**src/design/mrt_pkg.sv**
```systemverilog
package mrt_pkg;

  // Default width of the arithmetic on the candidate and the witness.
  localparam int unsigned NumWidthDef = 32;

  // Width of the candidate and witness fields on the input channel.
  localparam int unsigned FieldWidth = 32;

  // Sequencer states of one trial.
  typedef enum logic [3:0] {
    StIdle,
    StCheck,
    StSplit,
    StRedWait,
    StExpChk,
    StExpMulWait,
    StExpSqrWait,
    StSqChk,
    StSqWait,
    StResult
  } mrt_state_e;

  // Status of the shared modular multiplier, as seen by the sequencer.
  typedef struct packed {
    logic busy;
    logic done;
  } mrt_mul_stat_t;

endpackage

```
**src/design/mrt_in_if.sv**
```systemverilog
interface mrt_in_if
  import mrt_pkg::*;
();
  logic                  valid;
  logic                  ready;
  logic [FieldWidth-1:0] candidate;
  logic [FieldWidth-1:0] witness;
  logic                  last_trial;

  modport source (output valid, candidate, witness, last_trial, input ready);
  modport sink (input valid, candidate, witness, last_trial, output ready);
endinterface

```
**src/design/mrt_out_if.sv**
```systemverilog
interface mrt_out_if;
  logic valid;
  logic ready;
  logic probable_prime;
  logic run_done;

  modport source (output valid, probable_prime, run_done, input ready);
  modport sink (input valid, probable_prime, run_done, output ready);
endinterface

```
**src/design/mrt_modmul.sv**
```systemverilog
module mrt_modmul
  import mrt_pkg::*;
#(
  parameter int unsigned NumWidth = NumWidthDef
) (
  input  logic                clk_i,
  input  logic                rst_ni,
  input  logic                start_i,
  input  logic [NumWidth-1:0] op_a_i,
  input  logic [NumWidth-1:0] op_b_i,
  input  logic [NumWidth-1:0] modulus_i,
  output mrt_mul_stat_t       stat_o,
  output logic [NumWidth-1:0] result_o
);

  localparam int unsigned CntWidth = $clog2(NumWidth);

  // Interleaved shift-and-add reduction, most significant multiplier bit
  // first. Each bit has two steps: a doubling step and an add step, each
  // followed by one conditional subtraction of the modulus.
  logic [NumWidth-1:0] a_q, b_q, m_q, acc_q;
  logic [NumWidth-1:0] a_d, b_d, m_d, acc_d;
  logic [CntWidth-1:0] cnt_q, cnt_d;
  logic                phase_q, phase_d;
  logic                busy_q, busy_d;
  logic                done_q, done_d;

  logic [NumWidth:0] sum;
  logic [NumWidth:0] diff;
  logic [NumWidth:0] addend;

  always_comb begin
    addend = b_q[NumWidth-1] ? {1'b0, a_q} : '0;
    sum    = phase_q ? ({1'b0, acc_q} + addend) : {acc_q, 1'b0};
    diff   = sum - {1'b0, m_q};
  end

  always_comb begin
    a_d     = a_q;
    b_d     = b_q;
    m_d     = m_q;
    acc_d   = acc_q;
    cnt_d   = cnt_q;
    phase_d = phase_q;
    busy_d  = busy_q;
    done_d  = 1'b0;
    if (!busy_q) begin
      if (start_i) begin
        a_d     = op_a_i;
        b_d     = op_b_i;
        m_d     = modulus_i;
        acc_d   = '0;
        cnt_d   = CntWidth'(NumWidth - 1);
        phase_d = 1'b0;
        busy_d  = 1'b1;
      end
    end else begin
      acc_d   = diff[NumWidth] ? sum[NumWidth-1:0] : diff[NumWidth-1:0];
      phase_d = !phase_q;
      if (phase_q) begin
        b_d = {b_q[NumWidth-2:0], 1'b0};
        if (cnt_q == '0) begin
          busy_d = 1'b0;
          done_d = 1'b1;
        end else begin
          cnt_d = cnt_q - 1'b1;
        end
      end
    end
  end

  always_ff @(posedge clk_i or negedge rst_ni) begin
    if (!rst_ni) begin
      busy_q  <= 1'b0;
      done_q  <= 1'b0;
      phase_q <= 1'b0;
    end else begin
      busy_q  <= busy_d;
      done_q  <= done_d;
      phase_q <= phase_d;
    end
  end

  always_ff @(posedge clk_i) begin
    a_q   <= a_d;
    b_q   <= b_d;
    m_q   <= m_d;
    acc_q <= acc_d;
    cnt_q <= cnt_d;
  end

  assign stat_o.busy = busy_q;
  assign stat_o.done = done_q;
  assign result_o    = acc_q;

endmodule

```
**src/design/miller_rabin_trial.sv**
```systemverilog
// Each trial runs a sequence of modular multiplications on the shared multiplier: one
// witness reduction, up to two per exponent bit and up to r-1 squarings, at most
// 2*NUM_WIDTH - 1 in all.
// Throughput: one trial at a time; the shared bit-serial modular multiplier sets the pace.
// Reset: rst_ni is asynchronous and active low; it clears the sequencer, the output
// valid and the sticky composite flag of the run.
module miller_rabin_trial
  import mrt_pkg::*;
#(
  parameter int unsigned NUM_WIDTH = NumWidthDef
) (
  input  logic clk_i,
  input  logic rst_ni,
  mrt_in_if.sink    trial_i,
  mrt_out_if.source verdict_o
);

  localparam int unsigned W  = NUM_WIDTH;
  localparam int unsigned RW = $clog2(NUM_WIDTH);

  // The sequencer walks one trial through these phases:
  //   check the small and even candidates, which need no arithmetic;
  //   split n-1 into 2^r * d by shifting out trailing zeros, one per cycle;
  //   reduce the witness mod n on the multiplier (1 times witness);
  //   raise it to d, right to left, with one multiply per set bit and one
  //   squaring per bit;
  //   square up to r-1 more times looking for n-1 or 1;
  //   hand the verdict to the output register and update the run flag.
  mrt_state_e state_q, state_d;

  logic [W-1:0]  n_q, n_d;
  logic [W-1:0]  wit_q, wit_d;
  logic          last_q, last_d;
  logic [W-1:0]  d_q, d_d;        // odd part, then the remaining exponent
  logic [RW-1:0] r_q, r_d;        // count of factors of two in n-1
  logic [RW-1:0] j_q, j_d;        // one plus the squarings done after the exponentiation
  logic [W-1:0]  acc_q, acc_d;    // running power, then the value being squared
  logic [W-1:0]  base_q, base_d;  // repeated squares of the reduced witness
  logic          pass_q, pass_d;  // verdict of the current trial
  logic          comp_q, comp_d;  // sticky composite flag of the run

  logic out_valid_q, out_valid_d;
  logic out_pp_q, out_pp_d;
  logic out_done_q, out_done_d;

  logic          in_xfer;
  logic          out_free;
  logic          fail_any;
  logic [W-1:0]  nm1;
  logic          n_trivial;
  logic          n_trivial_pass;
  logic          wit_trivial;
  logic          pow_trivial;

  // Shared multiplier hookup.
  logic          mul_start;
  logic [W-1:0]  mul_a;
  logic [W-1:0]  mul_b;
  logic [W-1:0]  mul_res;
  mrt_mul_stat_t mul_stat;

  mrt_modmul #(
    .NumWidth(W)
  ) u_modmul (
    .clk_i    (clk_i),
    .rst_ni   (rst_ni),
    .start_i  (mul_start),
    .op_a_i   (mul_a),
    .op_b_i   (mul_b),
    .modulus_i(n_q),
    .stat_o   (mul_stat),
    .result_o (mul_res)
  );

  assign in_xfer  = trial_i.valid && trial_i.ready;
  // A result may wait in the output register while the next trial runs;
  // the new verdict is loaded when the register is empty or its result is taken.
  assign out_free = !out_valid_q || verdict_o.ready;
  assign nm1      = n_q - 1'b1;

  // Candidates decided without arithmetic: below two, two, three, or even.
  always_comb begin
    n_trivial      = 1'b1;
    n_trivial_pass = 1'b0;
    if (n_q < W'(2)) begin
      n_trivial_pass = 1'b0;
    end else if (n_q == W'(2) || n_q == W'(3)) begin
      n_trivial_pass = 1'b1;
    end else if (!n_q[0]) begin
      n_trivial_pass = 1'b0;
    end else begin
      n_trivial = 1'b0;
    end
  end

  assign wit_trivial = (mul_res == '0) || (mul_res == W'(1)) || (mul_res == nm1);
  assign pow_trivial = (acc_q == W'(1)) || (acc_q == nm1);

  // Next state.
  always_comb begin
    state_d = state_q;
    case (state_q)
      StIdle: begin
        if (in_xfer) state_d = StCheck;
      end
      StCheck: begin
        state_d = n_trivial ? StResult : StSplit;
      end
      StSplit: begin
        if (d_q[0]) state_d = StRedWait;
      end
      StRedWait: begin
        if (mul_stat.done) state_d = wit_trivial ? StResult : StExpChk;
      end
      StExpChk: begin
        if (d_q == '0) begin
          state_d = pow_trivial ? StResult : StSqChk;
        end else if (d_q[0]) begin
          state_d = StExpMulWait;
        end else begin
          state_d = StExpSqrWait;
        end
      end
      StExpMulWait: begin
        if (mul_stat.done) state_d = StExpSqrWait;
      end
      StExpSqrWait: begin
        if (mul_stat.done) state_d = StExpChk;
      end
      StSqChk: begin
        state_d = (j_q < r_q) ? StSqWait : StResult;
      end
      StSqWait: begin
        if (mul_stat.done) begin
          if (mul_res == nm1 || mul_res == W'(1)) begin
            state_d = StResult;
          end else begin
            state_d = StSqChk;
          end
        end
      end
      StResult: begin
        if (out_free) state_d = StIdle;
      end
      default: state_d = StIdle;
    endcase
  end

  // Sequencer outputs: input ready and the multiplier's start and operands.
  always_comb begin
    trial_i.ready = 1'b0;
    mul_start     = 1'b0;
    mul_a         = acc_q;
    mul_b         = acc_q;
    case (state_q)
      StIdle: begin
        trial_i.ready = 1'b1;
      end
      StSplit: begin
        // Witness reduction: 1 times the witness, mod n.
        mul_start = d_q[0];
        mul_a     = W'(1);
        mul_b     = wit_q;
      end
      StExpChk: begin
        mul_start = (d_q != '0);
        mul_a     = d_q[0] ? acc_q : base_q;
        mul_b     = base_q;
      end
      StExpMulWait: begin
        mul_start = mul_stat.done;
        mul_a     = base_q;
        mul_b     = base_q;
      end
      StSqChk: begin
        mul_start = (j_q < r_q);
      end
      default: begin
        mul_start = 1'b0;
      end
    endcase
  end

  // Datapath registers of the trial.
  always_comb begin
    n_d    = n_q;
    wit_d  = wit_q;
    last_d = last_q;
    d_d    = d_q;
    r_d    = r_q;
    j_d    = j_q;
    acc_d  = acc_q;
    base_d = base_q;
    pass_d = pass_q;
    case (state_q)
      StIdle: begin
        if (in_xfer) begin
          n_d    = trial_i.candidate[W-1:0];
          wit_d  = trial_i.witness[W-1:0];
          last_d = trial_i.last_trial;
        end
      end
      StCheck: begin
        pass_d = n_trivial_pass;
        d_d    = nm1;
        r_d    = '0;
      end
      StSplit: begin
        if (!d_q[0]) begin
          d_d = d_q >> 1;
          r_d = r_q + 1'b1;
        end
      end
      StRedWait: begin
        if (mul_stat.done) begin
          pass_d = 1'b1;
          acc_d  = W'(1);
          base_d = mul_res;
        end
      end
      StExpChk: begin
        if (d_q == '0) begin
          pass_d = pow_trivial;
          j_d    = RW'(1);
        end
      end
      StExpMulWait: begin
        if (mul_stat.done) acc_d = mul_res;
      end
      StExpSqrWait: begin
        if (mul_stat.done) begin
          base_d = mul_res;
          d_d    = d_q >> 1;
        end
      end
      StSqChk: begin
        if (!(j_q < r_q)) pass_d = 1'b0;
      end
      StSqWait: begin
        if (mul_stat.done) begin
          acc_d  = mul_res;
          pass_d = (mul_res == nm1);
          j_d    = j_q + 1'b1;
        end
      end
      default: begin
        pass_d = pass_q;
      end
    endcase
  end

  // Verdict and the run's sticky flag, committed when the result is loaded.
  assign fail_any = comp_q || !pass_q;

  always_comb begin
    comp_d      = comp_q;
    out_valid_d = out_valid_q && !verdict_o.ready;
    out_pp_d    = out_pp_q;
    out_done_d  = out_done_q;
    if (state_q == StResult && out_free) begin
      out_valid_d = 1'b1;
      out_pp_d    = !fail_any;
      out_done_d  = last_q;
      comp_d      = last_q ? 1'b0 : fail_any;
    end
  end

  always_ff @(posedge clk_i or negedge rst_ni) begin
    if (!rst_ni) begin
      state_q     <= StIdle;
      comp_q      <= 1'b0;
      out_valid_q <= 1'b0;
    end else begin
      state_q     <= state_d;
      comp_q      <= comp_d;
      out_valid_q <= out_valid_d;
    end
  end

  always_ff @(posedge clk_i) begin
    n_q        <= n_d;
    wit_q      <= wit_d;
    last_q     <= last_d;
    d_q        <= d_d;
    r_q        <= r_d;
    j_q        <= j_d;
    acc_q      <= acc_d;
    base_q     <= base_d;
    pass_q     <= pass_d;
    out_pp_q   <= out_pp_d;
    out_done_q <= out_done_d;
  end

  assign verdict_o.valid          = out_valid_q;
  assign verdict_o.probable_prime = out_pp_q;
  assign verdict_o.run_done       = out_done_q;

endmodule

```
**src/flat_wrapper.sv**
```systemverilog
// flat-port wrapper written by rule: the top's interface ports become plain ports
module miller_rabin_trial_flat import mrt_pkg::*;
#(
  parameter int unsigned NUM_WIDTH = NumWidthDef
)
  (clk_i, rst_ni, trial_i_valid, trial_i_candidate, trial_i_witness, trial_i_last_trial, trial_i_ready, verdict_o_valid, verdict_o_probable_prime, verdict_o_run_done, verdict_o_ready);
  mrt_in_if trial_i_i ();
  mrt_out_if verdict_o_i ();
  input  logic clk_i;
  input  logic rst_ni;
  input wire logic [$bits(trial_i_i.valid)-1:0] trial_i_valid;
  input wire logic [$bits(trial_i_i.candidate)-1:0] trial_i_candidate;
  input wire logic [$bits(trial_i_i.witness)-1:0] trial_i_witness;
  input wire logic [$bits(trial_i_i.last_trial)-1:0] trial_i_last_trial;
  output wire logic [$bits(trial_i_i.ready)-1:0] trial_i_ready;
  output wire logic [$bits(verdict_o_i.valid)-1:0] verdict_o_valid;
  output wire logic [$bits(verdict_o_i.probable_prime)-1:0] verdict_o_probable_prime;
  output wire logic [$bits(verdict_o_i.run_done)-1:0] verdict_o_run_done;
  input wire logic [$bits(verdict_o_i.ready)-1:0] verdict_o_ready;
  assign trial_i_i.valid = trial_i_valid;
  assign trial_i_i.candidate = trial_i_candidate;
  assign trial_i_i.witness = trial_i_witness;
  assign trial_i_i.last_trial = trial_i_last_trial;
  assign trial_i_ready = trial_i_i.ready;
  assign verdict_o_valid = verdict_o_i.valid;
  assign verdict_o_probable_prime = verdict_o_i.probable_prime;
  assign verdict_o_run_done = verdict_o_i.run_done;
  assign verdict_o_i.ready = verdict_o_ready;
  miller_rabin_trial #(.NUM_WIDTH(NUM_WIDTH)) u_core (.clk_i(clk_i), .rst_ni(rst_ni), .trial_i(trial_i_i), .verdict_o(verdict_o_i));
endmodule
```
**config.mk**
```make
export PLATFORM = sky130hd
export DESIGN_NAME = miller_rabin_trial_flat
export DESIGN_NICKNAME = d
export VERILOG_FILES = /design/src/design/mrt_pkg.sv /design/src/design/mrt_in_if.sv /design/src/design/mrt_out_if.sv /design/src/design/mrt_modmul.sv /design/src/design/miller_rabin_trial.sv /design/src/flat_wrapper.sv
export SDC_FILE = /design/constraint.sdc
export NUM_CORES = 1
export LEC_CHECK = 0
export ABC_AREA = 1
export ABC_CLOCK_PERIOD_IN_PS = 7650
export BUFFER_PORTS_ARGS = -buffer_cell sky130_fd_sc_hd__buf_2
export CAP_MARGIN = 15
export CORE_UTILIZATION = 30
export DETAILED_ROUTE_END_ITERATION = 16
export SYNTH_ARGS = -nofsm -noshare
export SYNTH_HDL_FRONTEND = slang
export SYNTH_SLANG_ARGS = --single-unit
```
**constraint.sdc**
```tcl
create_clock -name clk_i -period 7.65 [get_ports clk_i]
set_clock_uncertainty 0.2 [all_clocks]
set_input_delay 1.53 -clock clk_i [delete_from_list [all_inputs] [get_ports clk_i]]
set_output_delay 1.53 -clock clk_i [all_outputs]
set_load 0.03 [all_outputs]
```
* Yosys cells after proc, flatten, opt, wreduce, memory -nomap -nowiden
Index checks and enable logic that the tools add are counted.
** Operators by class
- Muxes and demuxes :: 64
- Magnitude comparators :: 2
- $mul :: 0
- Div/mod/pow operators :: 0
- Equality and inequality tests :: 28
- Add/sub/neg operators :: 6
- Shift operators :: 0
- Bitwise gates (word level) :: 1
- Reduce and logical (&&, ||, !) cells :: 41
** Operators by type and width (number)
- $mux W32 :: 12
- $pmux W32 S3 :: 2
- $pmux W32 S2 :: 2
- $eq A32 B1 Y1 const B :: 2
- $eq A32 B2 Y1 const B :: 2
- $eq A32 B32 Y1 :: 2
- $logic_not A32 Y1 :: 2
- $mux W4 :: 12
- $pmux W4 S10 :: 1
- $mux W5 :: 7
- $add A32 B33 Y33 :: 1
- $mux W33 :: 1
- $sub A33 B32 Y33 :: 1
- $lt A32 B2 Y1 const B :: 1
- $reduce_bool A32 Y1 :: 1
- $sub A32 B1 Y32 const B :: 1
- $mux W1 :: 22
- $pmux W5 S2 :: 2
- $eq A4 B3 Y1 const B :: 4
- $ne A2 B2 Y1 const B :: 8
- $reduce_and A2 Y1 :: 6
- $reduce_and A3 Y1 :: 4
- $add A5 B1 Y5 const B :: 2
- $ne A2 B1 Y1 const B :: 5
- other kinds (20) :: 39
** Word-level totals
- RAM bits :: 0
- Memories :: 0
- Output and inout port bits :: 4
- Bits in latches :: 0
- ROM bits :: 0
- Flip-flop bits (word level) :: 316

* Logic depth before layout (Yosys ltp)
- Depth after elaboration :: 6
- Gate-level depth with buffers :: 32
- Depth with buffers taken out :: 31

* By module
Synthesis repeated with hierarchy kept, for this count alone.
** Unflattened totals
- Cell total of the unflattened synthesis :: 3002
- Area, all modules :: 21762.1 um^2
** Modules (own cells, without submodules)
- miller_rabin_trial :: cells an instance 1441, area each 11116.9 um^2, times used 1
- mrt_modmul :: cells an instance 1561, area each 10645.2 um^2, times used 1

* Worst setup path before layout
Ideal clock, no wire load.
- Path type :: input to register
- Start :: in trial_i_valid
- End :: reg u_core.last_q (enable)
- Path slack :: 2.696 ns
- Cell stages on the path :: 2
- Arrival time :: 4.266 ns
- Setup time :: 0.488 ns
- Path through :: inv_1 > nor2_1
** On the way
- Word-level cells in the longest chain between the ends :: 2
** RTL lines
- from (decl) :: RTL line flat_wrapper.sv:11 : input wire logic [$bits(trial_i_i.valid)-1:0] trial_i_valid;
- $logic_and A1 B1 Y1 :: RTL line miller_rabin_trial.sv:75 : assign in_xfer = trial_i.valid && trial_i.ready;
- $reduce_and A2 Y1 (no source line)
- to (signal assigned) :: RTL line miller_rabin_trial.sv:283 : last_q <= last_d;
- to (decl) :: RTL line miller_rabin_trial.sv:33 : logic last_q, last_d;
Every way passes these cells.
A chain may end at the register's enable or synchronous reset.

* Worst setup path in the final report
- Start :: reg u_core.u_modmul.b_q[31]
- End :: reg u_core.u_modmul.acc_q[19], in the netlist u_core.u_modmul.result_o[19], data pin
** On the way
- Word-level cells in the longest chain between the ends :: 6
** RTL lines
- from (decl) :: RTL line mrt_modmul.sv:21 : logic [NumWidth-1:0] a_q, b_q, m_q, acc_q;
- from (signal assigned) :: RTL line mrt_modmul.sv:86 : b_q <= b_d;
- $mux W32 (*) :: RTL line mrt_modmul.sv:33 : addend = b_q[NumWidth-1] ? {1'b0, a_q} : '0;
- $add A32 B33 Y33 (*) :: RTL line mrt_modmul.sv:34 : sum = phase_q ? ({1'b0, acc_q} + addend) : {acc_q, 1'b0};
- $mux W33 (*) :: RTL line mrt_modmul.sv:34
- $sub A33 B32 Y33 :: RTL line mrt_modmul.sv:35 : diff = sum - {1'b0, m_q};
- $mux W32 (*) :: RTL line mrt_modmul.sv:58 : acc_d = diff[NumWidth] ? sum[NumWidth-1:0] : diff[NumWidth-1:0];
- $mux W32 (*) :: RTL line mrt_modmul.sv:47 : if (!busy_q) begin
- to (signal assigned) :: RTL line mrt_modmul.sv:88 : acc_q <= acc_d;
- to (decl) :: RTL line mrt_modmul.sv:21
Mark *: on every way between the ends. The rest lies on a longest branch, timed or not.

==> metrics <==
Die Y 256 um; Post-Syn Area per Cell 8.49 sq um; Post-synth top cells 504 x nand2_1, 307 x edfxtp_1, 297 x inv_1, 286 x nor2_1, 145 x o21ai_0; # nets final 2498; Placer Congestion 0.969; num rows 92; Area contributors post-synth edfxtp_1 48%, nand2_1 9.8%, inv_1 5.8%, nor2_1 5.6%, ha_1 4.8%; setup TNS 0 ps; fmax 163 MHz; antenna violations before repair 1; Port Buffers 72; status completed; Final Setup Violations 0; Core Footprint 63400 sq um; main flop type after synthesis edfxtp_1; fillcell total 6572; largest area contributor in the netlist edfxtp_1; Synth Warn # 0; Synth Instances 2279; Ports 73; XOR/XNOR share of the synthesized area 3.40%; Die Wd 256 um; max_cap viols 0; vias 16.6k; Yosys top cell area share 47.7%; element type at the critical path start flop; top-count cell post-synth nand2_1; mux share of post-synthesis cell area 0%; Via density 5.14; register area share after synthesis 48.8%; area occupied by multi-input gates 8540 sq um; first-pass GRT wire length 99.4 mm; Reg area 9450 sq um; worst-skew pair later-pin latency 570 ps; pre-CTS setup slack 1640 ps; largest family of logic cells by synthesized area simple AND/OR/NAND/NOR gates; PnR worst setup slack 1510 ps; Post-DRT Antenna Nets 0; Post-Place Cell Area 20700 sq um; Total GRT Usage 20.2%; die area 65500 sq um; Post-synth EDFFs 307; CTS tree done; cts hold-fix bufs 0; Post-Layout Cell Count 3230; htree depth 2; VDD IR max 0.000155 V; Final period util 80.2%; hpwl dp 50.4 mm; number of clock sinks 316; layout cells sized above 1 8.36%; slew margin rel. 31.5%; Synth cell types 54; Tmin final 6140 ps; Seq cells post-synth 316; Critical Path Max Stage Delay 1030 ps; # resized after CTS 0; Pre-Repair DR Iteration Count 5; Simple-Gate Fraction of Synth Area 22.6%; Num CTS Buffers 38; syn_nets 2424; Max Slew Vio Count 0; worst hold path class flop to flop; PwrDens 164 nW/um^2; vias in the first global route 15.7k; post-synthesis cell area 19300 sq um; Worst setup EP type flop; initial core utilization 30.5%; Placed Cells incl. Taps 3158; Clock Path Buffers 3; WL final 67.2 mm; worst-path fanout max 33; finished layout cell area 21800 sq um; Worst-Margin Slew 1030 ps; leakage 8.31 nW; routed len/inst 20.8 um; drc violations 0; Synth async-reset ratio 2.85%; Compound-Gate Fraction of Synth Area 12.9%; crit path kind flop to flop; area delta synth->final 12.9%; largest net degree at the start of global routing 78; setup bufs post-CTS 0; DR iter-0 viols 2069; clk root buf clkbuf_16; clock slew at reported path FFs 60 ps; Crit path top cell by count nand2_1; Synth Area in Adders 4.99%; final hold violation count 0; Congestion Overflow GR 0; Critical Path AT 6340 ps; Total Power 0.00359 W; CP max-delay cell edfxtp_1; RSZ-0062 raised after global routing no; Critical Path RT 7850 ps
[power breakdown]
part / total (W) / internal [W] / switching [W]
Combinational: 0.0000191 / 0.0000121 / 0.00000703
Sequential: 0.00188 / 0.00188 / 0.0000000000000000000111
Clock: 0.00169 / 0.000950 / 0.000744
[per-stage QoR]
| step | hold slack (ps) | util, % |
|---|---|---|
| after floorplan | 226 | - |
| after global placement | 242 | 32.6 |
| after detailed placement | 248 | 32.6 |
| after CTS | 259 | 34.4 |
| after global routing | 273 | 34.4 |
| final | 256 | 34.4 |
[worst max-delay path: cells and delay by family (launching register included)]
family,cells,cell delay [ps]
AO/OA/AOI/OAI,10,2060
adder cells (fa/ha/maj),2,580
buffers and inverters,6,790
flip-flops,1,1030
AND/OR/NAND/NOR,10,1290
[cell families after synthesis]
family | count (synthesis)
compound gates | 419
xor+xnor | 75
fa+ha+maj | 76
buf+inv | 363
flops | 316
simple gates | 1030
[layout make-up]
cell class / instances / share of cell area (%)
timing repair buffer: 91 / 2.34
clock inverter: 14 / 0.350
antenna: 3 / 0.0344
multi-input combinational: 1600 / 39.1
tap: 846 / 4.85
inverter: 306 / 5.26
sequential: 316 / 43.3
clock buffer: 54 / 4.77
[worst paths after layout]
check	from	end	slack, ps	depth (start not counted)
worst max-delay path	u_core.u_modmul.b_q[31]	u_core.u_modmul.result_o[19]	1510	28
worst min-delay path	u_core.last_q	u_core.verdict_o.run_done	260	0
worst max register to register	u_core.u_modmul.b_q[31]	u_core.u_modmul.result_o[19]	1510	28
worst min register to register	u_core.last_q	u_core.verdict_o.run_done	260	0
max in group asynchronous	rst_ni	u_core.u_modmul.busy_q	6380	1
min in group asynchronous	rst_ni	u_core.u_modmul.busy_q	640	1
[layer usage]
metal	part of all wire, %	GRT usage [%]	vias up
li1	-	-	7941
met1	44	28.6	7765
met2	43	30.5	767
met3	8.6	3.09	113
met4	3.8	8.42	2
met5	0.019	0	-
[cells in the final DEF, fill, tap and decap left out, types with 6 or more instances in the layout]
master and instances:
a21o_1 8, a21oi_1 127, a221o_1 19, a221oi_1 19, a31oi_1 10, buf_2 72
buf_4 18, clkbuf_1 14, clkbuf_16 39, clkinv_1 8, dfrtp_1 8, edfxtp_1 307
ha_1 74, inv_1 296, inv_2 7, nand2_1 504, nand3_1 123, nand3b_1 6
nand4_1 30, nor2_1 279, nor2_2 18, nor2_4 6, nor3_1 18, nor4_1 22
o21a_1 9, o21ai_0 145, o21ai_1 9, o22ai_1 25, o311ai_0 11, or2_2 6
xnor2_1 28, xor2_1 47
No activity file was read; power rests on OpenSTA's default activity.
